--- src/design/jls_ram.sv ---
// Generic single-port-write, single-read RAM with registered read data.
// Depends on nothing.
module jls_ram #(
    parameter int WIDTH = 32,
    parameter int DEPTH = 16
) (
    input  logic                     i_clk,
    input  logic                     i_we,
    input  logic [$clog2(DEPTH)-1:0] i_waddr,
    input  logic [WIDTH-1:0]         i_wdata,
    input  logic [$clog2(DEPTH)-1:0] i_raddr,
    output logic [WIDTH-1:0]         o_rdata
);

    logic [WIDTH-1:0] r_mem [DEPTH];
    logic [WIDTH-1:0] r_rdata;

    // Write, then register the read
    always_ff @(posedge i_clk) begin
        if (i_we)
            r_mem[i_waddr] <= i_wdata;
        r_rdata <= r_mem[i_raddr];
    end

    assign o_rdata = r_rdata;

endmodule

--- config.mk ---
export PLATFORM = sky130hd
export DESIGN_NAME = jls_ram
export DESIGN_NICKNAME = d
export VERILOG_FILES = /design/src/design/jls_ram.sv
export SDC_FILE = /design/constraint.sdc
export NUM_CORES = 1
export LEC_CHECK = 0
export CORE_UTILIZATION = 50
export CTS_CLUSTER_DIAMETER = 40
export DETAILED_ROUTE_END_ITERATION = 6
export DONT_BUFFER_PORTS = 1
export PLACE_DENSITY = 0.75
export SYNTH_ARGS = -nofsm -noshare
export SYNTH_HDL_FRONTEND = slang
export SYNTH_SLANG_ARGS = --single-unit
export TNS_END_PERCENT = 100
--- constraint.sdc ---
create_clock -name i_clk -period 4.3 [get_ports i_clk]
set_input_delay 0.43 -clock i_clk [delete_from_list [all_inputs] [get_ports i_clk]]
set_output_delay 0.43 -clock i_clk [all_outputs]
set_load 0.1 [all_outputs]
# After elaboration in Yosys (flattened, before gate mapping)
# Memories as Yosys holds them, arrays and structs flattened. A register that Yosys moved wholly into a read port is not among the register bits.
# Cells that the tools add are included.
[word_totals] ff_bits=0 latchBits=0 mem_bits_rw=512 rom_bits=0 inputBits=42 out_inout_bits=32 wordCells=3 mem_count=1
[classes] add_sub_neg=0 mul=0 n_div=0 order_cmp=0 n_eq_ne=0 shifts=0 muxes=2 bitwise=0 reduce_logical=0
[mem_list] memory="r_mem" depth=16 word_bits=32 read_ports=1 rd_clocked_by_memory_dff=1 wr=1 line="15" rtl="logic [WIDTH-1:0] r_mem [DEPTH];"
[op_table] operator="1-bit two-way mux" count=2

# Depth between registers and ports, before layout
# Gate-level depths: netlist (run 1).
[depth] word_depth=2 depth_mapped=5 mapped_depth_nobuf=3

# Least setup slack after synthesis (run 1)
# No wires, ideal clock.
[synth_path] kind="input to register" start="in i_waddr[2]" end="mem r_mem[0][0], enable pin" setup_ps=461 t_arrival_ps=3148 required_ps=3839 path_slack_ps=690 stages=2 n_path_buf=0 cell_sequence="or3b_2 nor3_1"
[synth_rtl] item="from (decl)" line="9" rtl="input logic [$clog2(DEPTH)-1:0] i_waddr,"
[synth_rtl] item="to (decl)" line="15"
# No word-level cell before the write port.

# Final worst setup path (run 1)
[layout_path] start="reg r_rdata[16] (netlist: o_rdata[16]), read port of r_mem" end="out o_rdata[16]"
[layout_rtl] item="from (decl)" line="16" rtl="logic [WIDTH-1:0] r_rdata;"
[layout_rtl] item="to (decl)" line="12" rtl="output logic [WIDTH-1:0] o_rdata"
# No word-level cell between the ends.

==> results of run 1 <==
-- timing repair --
action                     in CTS  in global routing
hold endpoints to repair      512                  0
buffers inserted                0                  0
setup endpoints to repair       0                  0
hold buffers                   32                  0
-- cells in the final DEF (no fill, tap or decap), drive strengths merged --
cell         netlist  layout
bufinv             0       2
clkbuf            17      75
nand2b             2       2
or3b               1       1
clkinv             0      17
nor2              13      13
and2               1       1
nand3              1       1
dfxtp             32      32
buf               26      10
a22oi             64      64
mux4             128     128
clkinvlp           0       3
diode              0       2
nand3b             2       2
nand2             33      33
edfxtp           512     512
dlygate4sd3        0      32
nor2b              2       2
inv                0       3
nor3               4       4
-- routing by layer --
metal,vias up,part of all wire,GRT usage
li1,3682,-,-
met1,4612,0.42,0.264
met2,309,0.51,0.318
met3,50,0.061,0.0347
met4,0,0.016,0.0463
met5,-,0,0
-- sequential cells by signal, indices dropped and copies added (netlist names) --
register	cells
o_rdata	32
r_mem	512
-- area by class of cell --
cell class | instances | area (µm²)
Antenna cell | 2 | 5.00
Clock buffer | 75 | 1490
Clock inverter | 25 | 201
Fill cell | 2748 | 16400
Multi-Input combinational cell | 251 | 3750
Sequential cell | 544 | 16000
Tap cell | 518 | 648
Timing Repair Buffer | 42 | 395
-- logic make-up (layout without fill, tap and decap cells) --
family	count (synthesis)	after routing	synth area share
DFF	544	544	0.807
muxes	128	128	0.145
AOI/OAI and AO/OA	64	64	0.0242
and+or+nand+nor	59	59	0.0127
buffers and inverters	43	142	0.0112
other	0	2	0
-- power by group --
group,total (W),internal [W],switching [W]
clock,0.00444,0.00255,0.00188
sequential,0.00623,0.00593,0.000303
combinational,0.000386,0.000185,0.000201
total,0.0111,0.00867,0.00239
-- worst min path at each step --
| stage | start | endpoint | slack [ns] | cells past startpoint |
|---|---|---|---|---|
| 6_report | i_raddr[1] | o_rdata[3]$_DFF_P_ | 0.17 | 3 |
| 4_1_cts | i_raddr[1] | o_rdata[2]$_DFF_P_ | 0.14 | 3 |
| 3_5_place_dp | i_wdata[20] | r_mem[14][20]$_DFFE_PP_ | 0.53 | 0 |
| 2_1_floorplan | i_wdata[0] | r_mem[0][0]$_DFFE_PP_ | 0.53 | 0 |
| 5_1_grt | i_raddr[1] | o_rdata[3]$_DFF_P_ | 0.16 | 3 |
| 3_3_place_gp | i_wdata[18] | r_mem[14][18]$_DFFE_PP_ | 0.53 | 0 |
-- metrics by stage --
step | hold slack (ns) | setup WS [ns] | utilization | area (µm²) | power, W
2_1_floorplan | 0.529 | 0.690 | - | 19900 | 0.00661
3_3_place_gp | 0.529 | 2.00 | 0.526 | 20500 | 0.00664
3_5_place_dp | 0.530 | 1.99 | 0.526 | 20500 | 0.00665
4_1_cts | 0.144 | 2.24 | 0.578 | 22500 | 0.0111
5_1_grt | 0.156 | 2.23 | 0.578 | 22500 | 0.0114
6_report | 0.167 | 2.26 | 0.578 | 22500 | 0.0111
==> metrics.txt, run 1 <==
Routed WL 37,600 µm; mean post-synth cell area 23.7 µm²; Peak Freq 0.490 GHz; crit path launch type flip-flop; Die Width 201 µm; initial antenna violation count 2; IO buf count 0; first drt pass iteration count 5; top cell type's share of synthesized area 0.774; Commonest cells post-synth edfxtp_1 (512), mux4_2 (128), a22oi_1 (64); Longest Clk Path Bufs 3; Synth async-reset ratio 0; pin count of the biggest net entering global routing 129; Final Max Tran Viols 0; PD cells 491 nW/µm²; leakage 7.04 nW; Min-Delay Path Class input pin to flip-flop; Crit Path Max Fanout 1; CTS buffer count 53; TNS Setup 0 ns; unrepaired setup endpoints after global routing no; initial DRC count 678; H-Tree Level Count 2; num rows 72; DP Cell Count 1,323; post-DR wirelength/cell 25.8 µm; FF+latch count, synth 544; first-pass GRT wire length 57,500 µm; critical path class flip-flop to primary output; final setup fails 0; most frequent cell after synthesis edfxtp_1; Critical Path Start o_rdata[16]$_DFF_P_; Max VDD drop 0.000354 V; Critical R2R Capture o_rdata[24]$_DFF_P_; post-route ant nets 0; Die Y 201 µm; CTS Root Cell clkbuf_16; area grow syn2layout 13.4%; Least-Margin Pin Slew 1.24 ns; sequential-to-total area share from yosys stat 0.807; Die Area 40,500 µm²; Worst EP required 3.87 ns; path depth of the worst reg2reg path 3; CORE AREA 38,900 µm²; CTS tree built; Crit. End Element primary output; largest area contributor in the netlist edfxtp_1; worst-skew pair later-pin latency 0.57 ns; All-Layer GR Usage 0.191; clock slew at reported path FFs 0.06 ns; PostCTS Resize Cnt 0; IO Pins 74; crit path capture o_rdata[16]; GRT overflow 0; Post-Syn Instances 838; YS warnings 0; r2r setup slk 2.86 ns; outcome finished clean; relative slew slack 0.168; most area-consuming cells after synthesis edfxtp_1 (77%), mux4_2 (15%), dfxtp_1 (3.2%); nets 934; DRC Markers 0; CTS Sinks 544; layout cells sized above 1 0.254; fin crit period 2.04 ns; ys flop type edfxtp_1; Max Cap Viol 0; detailed-placement wirelength estimate 18,600 µm; syn_nets 880; vias in the first global route 9,236; Initial Utilization 0.510; CP arrival 1.61 ns; RR Startpoint r_mem[2][24]$_DFFE_PP_; Yosys cell types 18; detailed-route via count 8,653; final worst-path cycle share 0.474; Fin Clk Skew 0.0182 ns; Mapped Area 19,900 µm²; EDFF count, synth 512; Via density 5.94; Layout Cells excl Fill 1,457; Final Hold Fails 0; WP depth 0; GPL Wtd Cong 0.716
Note: power is estimated with default switching activity, not from simulation.
==> run 2: changes to the inputs <==
==> constraint.sdc (replaced) <==
create_clock -name i_clk -period 2.05 [get_ports i_clk]
set_input_delay 0.205 -clock i_clk [delete_from_list [all_inputs] [get_ports i_clk]]
set_output_delay 0.205 -clock i_clk [all_outputs]
set_load 0.1 [all_outputs]
==> metrics.txt, run 2 (synthesis results as in run 1) <==
outcome finished clean; relative slew slack 0.322 (+0.154); layout cells sized above 1 0.291 (+0.0367); CTS Root Cell clkbuf_16; fin crit period 1.98 ns; CP max-delay cell dlygate4sd3_1; Flop pwr share 0.516 (-0.048); Via density 5.94 (about the same); Die Width 201 µm (unchanged); CTS buffer count 59 (+11%); final setup fails 0 (unchanged); grt met1 use 0.290 (+0.0258); nets 1,023 (+9.5%); CTS Hold Buffers Added 69 (+120%); Routed WL 39,500 µm (+5.1%); IO Pins 74 (unchanged); clock network fraction of total power 0.416 (+0.015); post-route ant nets 0 (unchanged); Critical Path Max Stage Delay 0.69 ns; Least-Margin Pin Slew 1.01 ns (-0.232 ns); Post-CTS Setup Inserts 0 (unchanged); num rows 72 (unchanged); critical-path cell list dlygate4sd3_1 > nor2_4 > dlygate4sd3_1 > a22oi_1 > dlygate4sd3_1 > nand2_1; Longest Clk Path Bufs 3 (unchanged); Min-Delay Path Class input pin to flip-flop; vias in the first global route 9,611 (+4.1%); GRT overflow 0 (unchanged); Max Cap Viol 0 (unchanged); H-Tree Level Count 2 (unchanged); antenna fix cells 0 (-2); Max VDD drop 0.000881 V (+150%); All-Layer GR Usage 0.202 (+0.0107); Layout Utilization 0.608 (+0.0302); # fillers 2,648 (-3.6%); CORE AREA 38,900 µm² (unchanged); most frequent cells in the layout edfxtp_1 (512), mux4_2 (128), dlygate4sd3_1 (68), a22oi_1 (64), clkbuf_16 (60); worst hold slack 0.00504 ns (-0.162 ns); Initial Utilization 0.510 (unchanged); PostCTS Resize Cnt 0 (unchanged); Crit Path Max Fanout 8 (+7); Final Max Tran Viols 0 (unchanged); PD cells 1020 nW/µm² (+110%); critical path class input pin to flip-flop; commonest non-fill, non-tap cell in the layout edfxtp_1; crit path launch type input pin; Comb power frac 0.068 (+0.033); DRC Markers 0 (unchanged); Die Y 201 µm (unchanged); Crit. End Element flip-flop; post-DR wirelength/cell 25.5 µm (-1.2%); pin count of the biggest net entering global routing 128 (-0.78%); leakage 7.59 nW (+7.9%); detailed-route via count 9,202 (+6.3%); detailed-placement wirelength estimate 19,300 µm (+3.8%); Fin Clk Skew 0.0163 ns (-0.00189 ns); final worst-path cycle share 0.966; CTS tree built; CP arrival 2.53 ns (+0.92 ns); Net Sw Power 0.00545 W (+130%); GRT Max-Usage Layer met2; GPL Wtd Cong 0.710 (-0.91%); worst-skew pair later-pin latency 0.61 ns (+0.04 ns); first drt pass iteration count 5 (unchanged); Worst path most repeated cell dlygate4sd3_1; switching fraction of total power 0.225 (+0.00888); Worst EP required 2.60 ns (-1.27 ns); initial antenna violation count 0 (-2); clock slew at reported path FFs 0.06 ns (about the same); Die Area 40,500 µm² (unchanged); unrepaired setup endpoints after global routing no; Final Hold Fails 0 (unchanged); initial DRC count 873 (+29%); IO buf count 0 (unchanged); max FFs per register 512 (unchanged); CTS Sinks 544 (unchanged); area grow syn2layout 19.3%; post-place instance area 21,100 µm² (+2.8%); design area 23,700 µm² (+5.2%); met3 usage 0.0353 (+0.000648); first-pass GRT wire length 60,300 µm (+4.8%); Top reg by flops r_mem; Peak Freq 0.505 GHz; met2 usage 0.320 (+0.00210); Internal Pwr Total 0.0188 W (+120%)
## run 2: changes by cell type in the layout (fill, tap and decap cells not counted), sizes merged, moves of 2 or more
| cell | delta |
|---|---|
| buf | +47 |
| dlygate4sd3 | +36 |
| clkinv | +7 |
| inv | +5 |
| diode | -2 |
## run 2: layer usage
layer,vias up,part of all wire
met4,0,0.019
met1,4883,0.42
li1,3876,-
met2,389,0.49
met5,-,0
met3,54,0.070
## run 2: per-stage QoR
step	setup TNS [ns]	setup WS (ns)	power, W	cells
global placement	0	0.476	0.0141	1369
floorplan	-57.24	-0.463	0.0139	838
finish	0	0.0691	0.0242	1550
global route	0	0.0122	0.0249	1550
detailed placement	0	0.456	0.0141	1369
CTS	0	0.140	0.0244	1550
## run 2: worst paths after layout
check / start / end / slack (ns) / depth (start not counted)
worst max-delay path: i_raddr[3] / o_rdata[22]$_DFF_P_ / 0.07 / 6
worst min-delay path: i_raddr[0] / o_rdata[9]$_DFF_P_ / 0.005 / 3
worst max register to register: r_mem[12][4]$_DFFE_PP_ / o_rdata[4]$_DFF_P_ / 0.18 / 4
worst min register to register: r_mem[9][26]$_DFFE_PP_ / o_rdata[26]$_DFF_P_ / 0.69 / 3
## run 2: area by class of cell
type	instances	area, µm²	share of cell area
tap	518	648	0.0274
sequential	544	16000	0.676
clock inverter	36	279	0.0118
clock buffer	76	1620	0.0685
timing repair buffer	125	1340	0.0566
multi-input combinational	251	3770	0.159
## run 2: power groups by stage
stage,combinational [W],sequential (W),clock [W]
after floorplan,0.000602,0.0133,0
after global placement,0.00133,0.0127,0
after detailed placement,0.00134,0.0127,0
after CTS,0.00165,0.0125,0.0103
after global routing,0.00171,0.0125,0.0107
final,0.00164,0.0125,0.0101
## run 2: critical path, delay by kind of cell
family | cells | cell delay, ns
compound gates | 1 | 0.10
buf+inv | 3 | 1.84
simple gates | 2 | 0.37
