[src/design/jls_pkg.sv]
// Package for the Jacobi linear solver: sizes, payload structs, opcodes,
// register addresses and fixed-point helpers. Depends on nothing.
package jls_pkg;

    localparam int MATRIX_SIZE = 16;
    localparam int IDX_W       = $clog2(MATRIX_SIZE);
    localparam int COEF_DEPTH  = MATRIX_SIZE * MATRIX_SIZE;
    localparam int COEF_AW     = $clog2(COEF_DEPTH);
    localparam int SIZE_W      = 5;
    localparam int SWEEP_W     = 16;
    localparam int ADDR_W      = 3;

    localparam logic [1:0] OP_LOAD_COEF = 2'd0;
    localparam logic [1:0] OP_LOAD_RHS  = 2'd1;
    localparam logic [1:0] OP_START     = 2'd2;

    localparam logic [ADDR_W-1:0] ADDR_SIZE  = 3'd0;
    localparam logic [ADDR_W-1:0] ADDR_SWEEP = 3'd4;

    localparam logic signed [63:0] S64_MAX = {1'b0, {63{1'b1}}};
    localparam logic signed [63:0] S64_MIN = {1'b1, {63{1'b0}}};
    localparam logic signed [31:0] S32_MAX = {1'b0, {31{1'b1}}};
    localparam logic signed [31:0] S32_MIN = {1'b1, {31{1'b0}}};

    typedef struct packed {
        logic [1:0]         operation;
        logic [3:0]         row;
        logic [3:0]         column;
        logic signed [31:0] value;
    } t_in_word;

    typedef struct packed {
        logic [3:0]         index;
        logic signed [31:0] solution;
        logic               last;
        logic               divide_error;
    } t_out_word;

    // Divider request and reply between sequencer and divide unit
    typedef struct packed {
        logic               start;
        logic signed [63:0] num;
        logic signed [31:0] den;
    } t_div_req;

    typedef struct packed {
        logic               done;
        logic signed [31:0] quot;
    } t_div_rsp;

    // Saturating 64-bit add
    function automatic logic signed [63:0] sat_add64(logic signed [63:0] a,
                                                      logic signed [63:0] b);
        logic signed [63:0] s;
        s = a + b;
        if (a[63] == b[63] && s[63] != a[63])
            return a[63] ? S64_MIN : S64_MAX;
        return s;
    endfunction

    // Saturating 64-bit subtract
    function automatic logic signed [63:0] sat_sub64(logic signed [63:0] a,
                                                      logic signed [63:0] b);
        logic signed [63:0] s;
        s = a - b;
        if (a[63] != b[63] && s[63] != a[63])
            return a[63] ? S64_MIN : S64_MAX;
        return s;
    endfunction

endpackage

[src/design/jls_div.sv]
// Restoring divider: 64-bit signed numerator by 32-bit signed divisor,
// one quotient bit a cycle, truncated toward zero and saturated to 32 bits.
// Depends on jls_pkg.
module jls_div (
    input  logic              i_clk,
    input  logic              i_rst_n,
    input  jls_pkg::t_div_req i_req,
    output jls_pkg::t_div_rsp o_rsp
);
    import jls_pkg::*;

    logic        r_busy, n_busy;
    logic [6:0]  r_cnt, n_cnt;
    logic [63:0] r_quo, n_quo;
    logic [32:0] r_rem, n_rem;
    logic [31:0] r_den, n_den;
    logic        r_neg, n_neg;
    logic        r_done, n_done;
    logic signed [31:0] r_res, n_res;

    logic [63:0] num_mag;
    logic [31:0] den_mag;
    logic [32:0] trial;
    logic [32:0] shifted;
    logic [64:0] q_signed;

    assign num_mag = i_req.num[63] ? (~i_req.num + 64'd1) : i_req.num;
    assign den_mag = i_req.den[31] ? (~i_req.den + 32'd1) : i_req.den;
    assign shifted = {r_rem[31:0], r_quo[63]};
    assign trial   = shifted - {1'b0, r_den};
    assign q_signed = r_neg ? (~{1'b0, r_quo} + 65'd1) : {1'b0, r_quo};

    // Shift one bit per cycle, then sign and saturate
    always_comb begin
        n_busy = r_busy;
        n_cnt  = r_cnt;
        n_quo  = r_quo;
        n_rem  = r_rem;
        n_den  = r_den;
        n_neg  = r_neg;
        n_done = 1'b0;
        n_res  = r_res;
        if (i_req.start) begin
            n_busy = 1'b1;
            n_cnt  = 7'd0;
            n_quo  = num_mag;
            n_rem  = 33'd0;
            n_den  = den_mag;
            n_neg  = i_req.num[63] ^ i_req.den[31];
        end else if (r_busy) begin
            if (r_cnt == 7'd64) begin
                n_busy = 1'b0;
                n_done = 1'b1;
                if (!r_neg && r_quo > 64'h0000_0000_7FFF_FFFF)
                    n_res = S32_MAX;
                else if (r_neg && r_quo > 64'h0000_0000_8000_0000)
                    n_res = S32_MIN;
                else
                    n_res = q_signed[31:0];
            end else begin
                n_cnt = r_cnt + 7'd1;
                if (!trial[32]) begin
                    n_rem = trial;
                    n_quo = {r_quo[62:0], 1'b1};
                end else begin
                    n_rem = shifted;
                    n_quo = {r_quo[62:0], 1'b0};
                end
            end
        end
    end

    always_ff @(posedge i_clk) begin
        if (!i_rst_n) begin
            r_busy <= 1'b0;
            r_done <= 1'b0;
            r_cnt  <= 7'd0;
        end else begin
            r_busy <= n_busy;
            r_done <= n_done;
            r_cnt  <= n_cnt;
        end
        r_quo <= n_quo;
        r_rem <= n_rem;
        r_den <= n_den;
        r_neg <= n_neg;
        r_res <= n_res;
    end

    assign o_rsp.done = r_done;
    assign o_rsp.quot = r_res;

endmodule

[config.mk]
export PLATFORM = sky130hd
export DESIGN_NAME = jls_div
export DESIGN_NICKNAME = d
export VERILOG_FILES = /design/src/design/jls_pkg.sv /design/src/design/jls_div.sv
export SDC_FILE = /design/constraint.sdc
export NUM_CORES = 1
export LEC_CHECK = 0
export BUFFER_PORTS_ARGS = -buffer_cell sky130_fd_sc_hd__buf_4
export CAP_MARGIN = 25
export CORE_UTILIZATION = 59
export CTS_CLUSTER_DIAMETER = 120
export CTS_CLUSTER_SIZE = 30
export DETAILED_ROUTE_END_ITERATION = 10
export GPL_TIMING_DRIVEN = 0
export MAX_ROUTING_LAYER = met4
export PLACE_DENSITY = 0.81
export SETUP_SLACK_MARGIN = 0.1
export SYNTH_ARGS = -nofsm -noshare
export SYNTH_HDL_FRONTEND = slang
export SYNTH_SLANG_ARGS = --single-unit
[constraint.sdc]
create_clock -name i_clk -period 11 [get_ports i_clk]
set_clock_uncertainty 0.2 [all_clocks]
set_input_delay 3.3 -clock i_clk [delete_from_list [all_inputs] [get_ports i_clk]]
set_output_delay 3.3 -clock i_clk [all_outputs]
set_load 0.01 [all_outputs]
Word-level counts from Yosys, hierarchy flattened
Index checks and enable logic that the tools add are counted.
{ "word_totals": {"ff_bits": 170, "in_bits": 99, "out_inout_bits": 33, "elab_cells": 48} }
{ "classes": {"addsub": 5, "magnitude_cmp": 2, "n_eq_ne": 2, "n_mux": 13, "n_bitwise": 8, "reduce_logical": 9} }
{ "op_table": {"columns": ["cell", "n"], "rows": [
  ["$mux W64", 4],
  ["$mux W32", 3],
  ["$add A32 B1 Y32 const B", 2],
  ["$add A64 B1 Y64 const B", 1],
  ["$gt A64 B31 Y1 const B", 1],
  ["$gt A64 B32 Y1 const B", 1],
  ["$not A32 Y32", 2],
  ["$not A64 Y64", 1],
  ["$sub A33 B32 Y33", 1],
  ["$mux W31", 1],
  ["$add A7 B1 Y7 const B", 1],
  ["$eq A7 B7 Y1 const B", 1],
  ["$mux W1", 5],
  ["$not A1 Y1", 4],
  ["$reduce_and A2 Y1", 2],
  ["$reduce_and A3 Y1", 1],
  ["$reduce_or A3 Y1", 1],
  ["$logic_and A1 B1 Y1", 2],
  ["$ne A2 B2 Y1 const B", 1],
  ["$reduce_bool A2 Y1", 1],
  ["$reduce_or A2 Y1", 1],
  ["$logic_not A1 Y1", 1],
  ["$xor A1 B1 Y1", 1]
]} }

Depth between registers and ports, before layout
{ "depth": {"depth_word": 5, "ltp_mapped": 14, "depth_no_buf": 13} }

Least setup slack after synthesis
No wires, ideal clock.
{ "synth_path": {"path_type": "input -> register", "start": "input port i_req[5] (netlist bit)", "end": "register r_den[29], data pin", "setup_ps": 263, "arrival_ps": 6324, "required_time_ps": 10537, "slack_ps": 4213, "stages": 8, "n_path_buf": 0, "cell_sequence": "or4_4 -> or3_4 -> or4_4 -> or4_4 -> or4_4 -> or4_4 -> o41ai_2 -> xnor2_1"} }
{ "synth_between": {"elab_chain_cells": 3} }
{ "synth_rtl": {"columns": ["element", "line", "rtl"], "rows": [
  ["from (decl)", "jls_div.sv:7", "input jls_pkg::t_div_req i_req,"],
  ["$not A32 Y32", "jls_div.sv:28", "assign den_mag = i_req.den[31] ? (~i_req.den + 32'd1) : i_req.den;"],
  ["$add A32 B1 Y32", "jls_div.sv:28", null],
  ["$mux W31", "jls_div.sv:28", null],
  ["named net den_mag[29]", "jls_div.sv:22", "logic [31:0] den_mag;"],
  ["to (signal assigned)", "jls_div.sv:85", "r_den <= n_den;"],
  ["to (decl)", "jls_div.sv:16", "logic [31:0] r_den, n_den;"]
]} }
The timed path passes the listed nets, and every way through them passes these cells.
A chain may end at the register's enable or synchronous reset.

Worst setup path after layout
{ "layout_path": {"start": "input port i_req[36] (netlist bit)", "end": "register r_quo[51], data pin"} }
{ "layout_between": {"elab_chain_cells": 4} }
{ "layout_rtl": {"columns": ["element", "line", "rtl"], "rows": [
  ["$not A64 Y64", "jls_div.sv:27", "assign num_mag = i_req.num[63] ? (~i_req.num + 64'd1) : i_req.num;"],
  ["$add A64 B1 Y64", "jls_div.sv:27", null],
  ["$mux W64", "jls_div.sv:27", null],
  ["$mux W64", "jls_div.sv:43", "if (i_req.start) begin"],
  ["named net n_quo[51]", "jls_div.sv:14", "logic [63:0] r_quo, n_quo;"],
  ["to (signal assigned)", "jls_div.sv:83", "r_quo <= n_quo;"],
  ["to (decl)", "jls_div.sv:14", null]
]} }
The timed path passes the listed nets, and every way through them passes these cells.

==> flow_summary.json <==
{
  "portBuffers": 130,
  "whs_ns": 0.287,
  "async_flop_share": 0,
  "rows": 49,
  "p_int_mw": 1.18,
  "wl_per_cell_um": 17.7,
  "finalNetCount": 1469,
  "period_needed_ns": 6.81,
  "hold_violations": 0,
  "clockPowerShare": 0.358,
  "worstPathRequired_ns": 11.00,
  "synth_area_leaders": "edfxtp_1 (35%), dfxtp_1 (7.5%), xor2_1 (6.2%), a21oi_1 (4.8%), ha_1 (4.2%)",
  "p_seq_frac": 0.483,
  "powerDensity_mw_per_mm2": 126,
  "holdBufCountCts": 0,
  "cp-start-kind": "input pin",
  "synth_commonest_cells": "edfxtp_1 (129), nand2_1 (111), a21oi_1 (106), nor2_1 (106), o21ai_0 (87)",
  "drt_first_iter_violations": 986,
  "die_area_mm2": 0.0191,
  "synth_edf_count": 129,
  "grt_max_degree": 39,
  "seq_area_frac_synth": 0.428,
  "violations": "DRC",
  "hold_path_startpoint": "r_rem[8]",
  "hold_end": "r_rem[8]",
  "rsz0062_at_grt": "no",
  "dpl.hpwl_um": 20500,
  "postCtsResizedCells": 0,
  "ys_seq_elements": 170,
  "synth_nets": 1316,
  "ir_worst_vdd_uv": 119,
  "die_x_um": 138,
  "route.vias.total": 9677,
  "initial_core_util": 0.606,
  "cts_tree": "yes",
  "via_per_inst": 6.15,
  "synth.most_common_cell": "edfxtp_1",
  "yosys.area.top_type": "edfxtp_1",
  "grt_usage": 0.300,
  "p_sw_frac": 0.270,
  "tightest_slew_ns": 0.904,
  "slew_viol_final": 0,
  "synth_cell_types": 65,
  "ios": 132,
  "avgSynthCellArea_um2": 9.30,
  "die_height_um": 138,
  "grt_pass1_wl_um": 44400,
  "drtAntennaViolNets": 0,
  "drive_above_1_share": 0.138,
  "regArea_mm2": 0.00469,
  "status": "finished, violations left",
  "r2r_cells": 14,
  "cts.sinks": 170,
  "drt-total-wl_um": 27900,
  "crit_path_end_kind": "register",
  "syn_area_mm2": 0.0110,
  "synth_top_area_frac": 0.353,
  "r2r_start": "r_quo[0]",
  "insertedDiodeCount": 0,
  "clock_path_buffers": 2,
  "antenna_found_initial": 0,
  "clk_pin_slew_ns": 0.07,
  "setup_viol_count_final": 0,
  "crit_path_max_fanout": 8,
  "area_delta_synth_final_pct": 17.1,
  "cts_made_buffers": 17,
  "cts_max_level": 4,
  "insertion_delay_ns": 0.44,
  "power_switching_uw": 437,
  "worstHoldPathCells": 2,
  "first_pass_iters": 10,
  "cts_setup_buffers": 0,
  "timing.rr.end": "r_res[27]",
  "ys_warn_count": 0,
  "pwr-share-comb": 0.159,
  "max_freq_mhz": 147,
  "grt_pass1_vias": 8999,
  "dp_cells": 1542,
  "multi_input_area_mm2": 0.00586,
  "grt.overflow.total": 0,
  "worstHoldPathType": "register to register",
  "core_area_mm2": 0.0181,
  "placed_area_mm2": 0.0123,
  "fill_cells": 1408,
  "fin_crit_sh": 0.619,
  "p_leak_nw": 4.97,
  "syn_inst": 1179,
  "rrSetupSlack_ns": 5.86,
  "gp_congestion": 0.963,
  "cap_violations": 0,
  "cp.arrival_ns": 6.81,
  "post-route-cell-area_mm2": 0.0128,
  "fin_tns_setup_ns": 0,
  "crit_type": "input pin to register",
  "clockRootBuffer": "clkbuf_16",
  "synth_ff_type": "edfxtp_1",
  "maxSlewHeadroom": 0.392,
  "final_cells": 1574,
  "route.detailed.drc": 8
}
-- through the flow --
stage           util  setup slack (ns)  power (mW)
2_1_floorplan      -              4.21       0.944
3_3_place_gp   0.676              3.20        1.04
5_1_grt        0.710              4.01        1.68
4_1_cts        0.710              4.27        1.62
3_5_place_dp   0.679              3.82        1.04
6_report       0.710              4.19        1.62
-- power groups by stage --
stage | Sequential [mW] | Combinational [mW] | Clock, mW
floorplan | 0.782 | 0.162 | 0
global placement | 0.794 | 0.242 | 0
detailed placement | 0.794 | 0.250 | 0
CTS | 0.781 | 0.253 | 0.581
global route | 0.787 | 0.283 | 0.606
finish | 0.783 | 0.258 | 0.581
-- critical path, stage by stage --
cell and delay (ns):
buf_4 0.13, or3_1 0.43, nor2_1 0.14, nor4b_1 0.48, nand2_1 0.18, nor4_1 0.54
nand4_1 0.52, o21ai_0 0.51, nand2_1 0.15, xor2_1 0.16, mux2_2 0.26
-- cells in the final DEF, fill, tap and decap left out, types with 20 or more instances in the layout --
cell,Yosys,routed
a21o_1,20,20
a21oi_1,106,106
buf_4,1,131
clkbuf_1,41,42
dfxtp_1,41,41
edfxtp_1,129,129
ha_1,37,37
inv_1,58,57
mux2i_1,32,32
nand2_1,111,111
nor2_1,106,106
nor3_1,20,20
o21ai_0,87,87
o311ai_0,20,20
o31ai_1,29,29
or3_1,20,20
xnor2_1,49,49
xor2_1,78,78
-- registers in the layout (all words and copies together) (netlist names) --
signal  cells
r_res      32
r_den      32
r_done      1
r_quo      64
r_neg       1
r_rem      32
r_busy      1
r_cnt       7
-- per-layer routing --
metal,global-route usage,vias to the layer above,wire length [um]
li1,-,4660,-
met1,0.395,4519,12000
met2,0.480,453,13000
met3,0.0499,45,2400
met4,0.0840,0,480
met5,-,-,0
-- area by class of cell --
| type | count | area share |
|---|---|---|
| multi-input cells | 901 | 0.457 |
| clock buffers | 18 | 0.0334 |
| inverters | 59 | 0.0172 |
| plain buffers | 49 | 0.0148 |
| clock inverters | 14 | 0.0101 |
| flip-flops and latches | 170 | 0.366 |
| well taps | 229 | 0.0223 |
| repair buffers | 134 | 0.0797 |
-- worst max-delay path by stage --
| stage | from | endpoint | slack, ns |
|---|---|---|---|
| 2_1_floorplan | i_req[5] | r_den[29] | 4.21 |
| 3_3_place_gp | i_req[96] | r_res[27] | 3.20 |
| 3_5_place_dp | i_req[36] | r_quo[51] | 3.82 |
| 4_1_cts | i_req[36] | r_quo[51] | 4.27 |
| 5_1_grt | i_req[36] | r_quo[51] | 4.01 |
| 6_report | i_req[36] | r_quo[51] | 4.19 |
-- cell families (layout without fill, tap and decap cells) --
kind of cell,Yosys count,after routing,synth area share
muxes,38,38,0.0354
DFF,170,170,0.428
AOI/OAI and AO/OA,323,323,0.184
and+or+nand+nor,375,375,0.169
xor gates and xnor gates,127,127,0.101
adders and majority gates,38,38,0.0440
buffers and inverters,108,274,0.0375
Power figures use the tool's default switching activity.
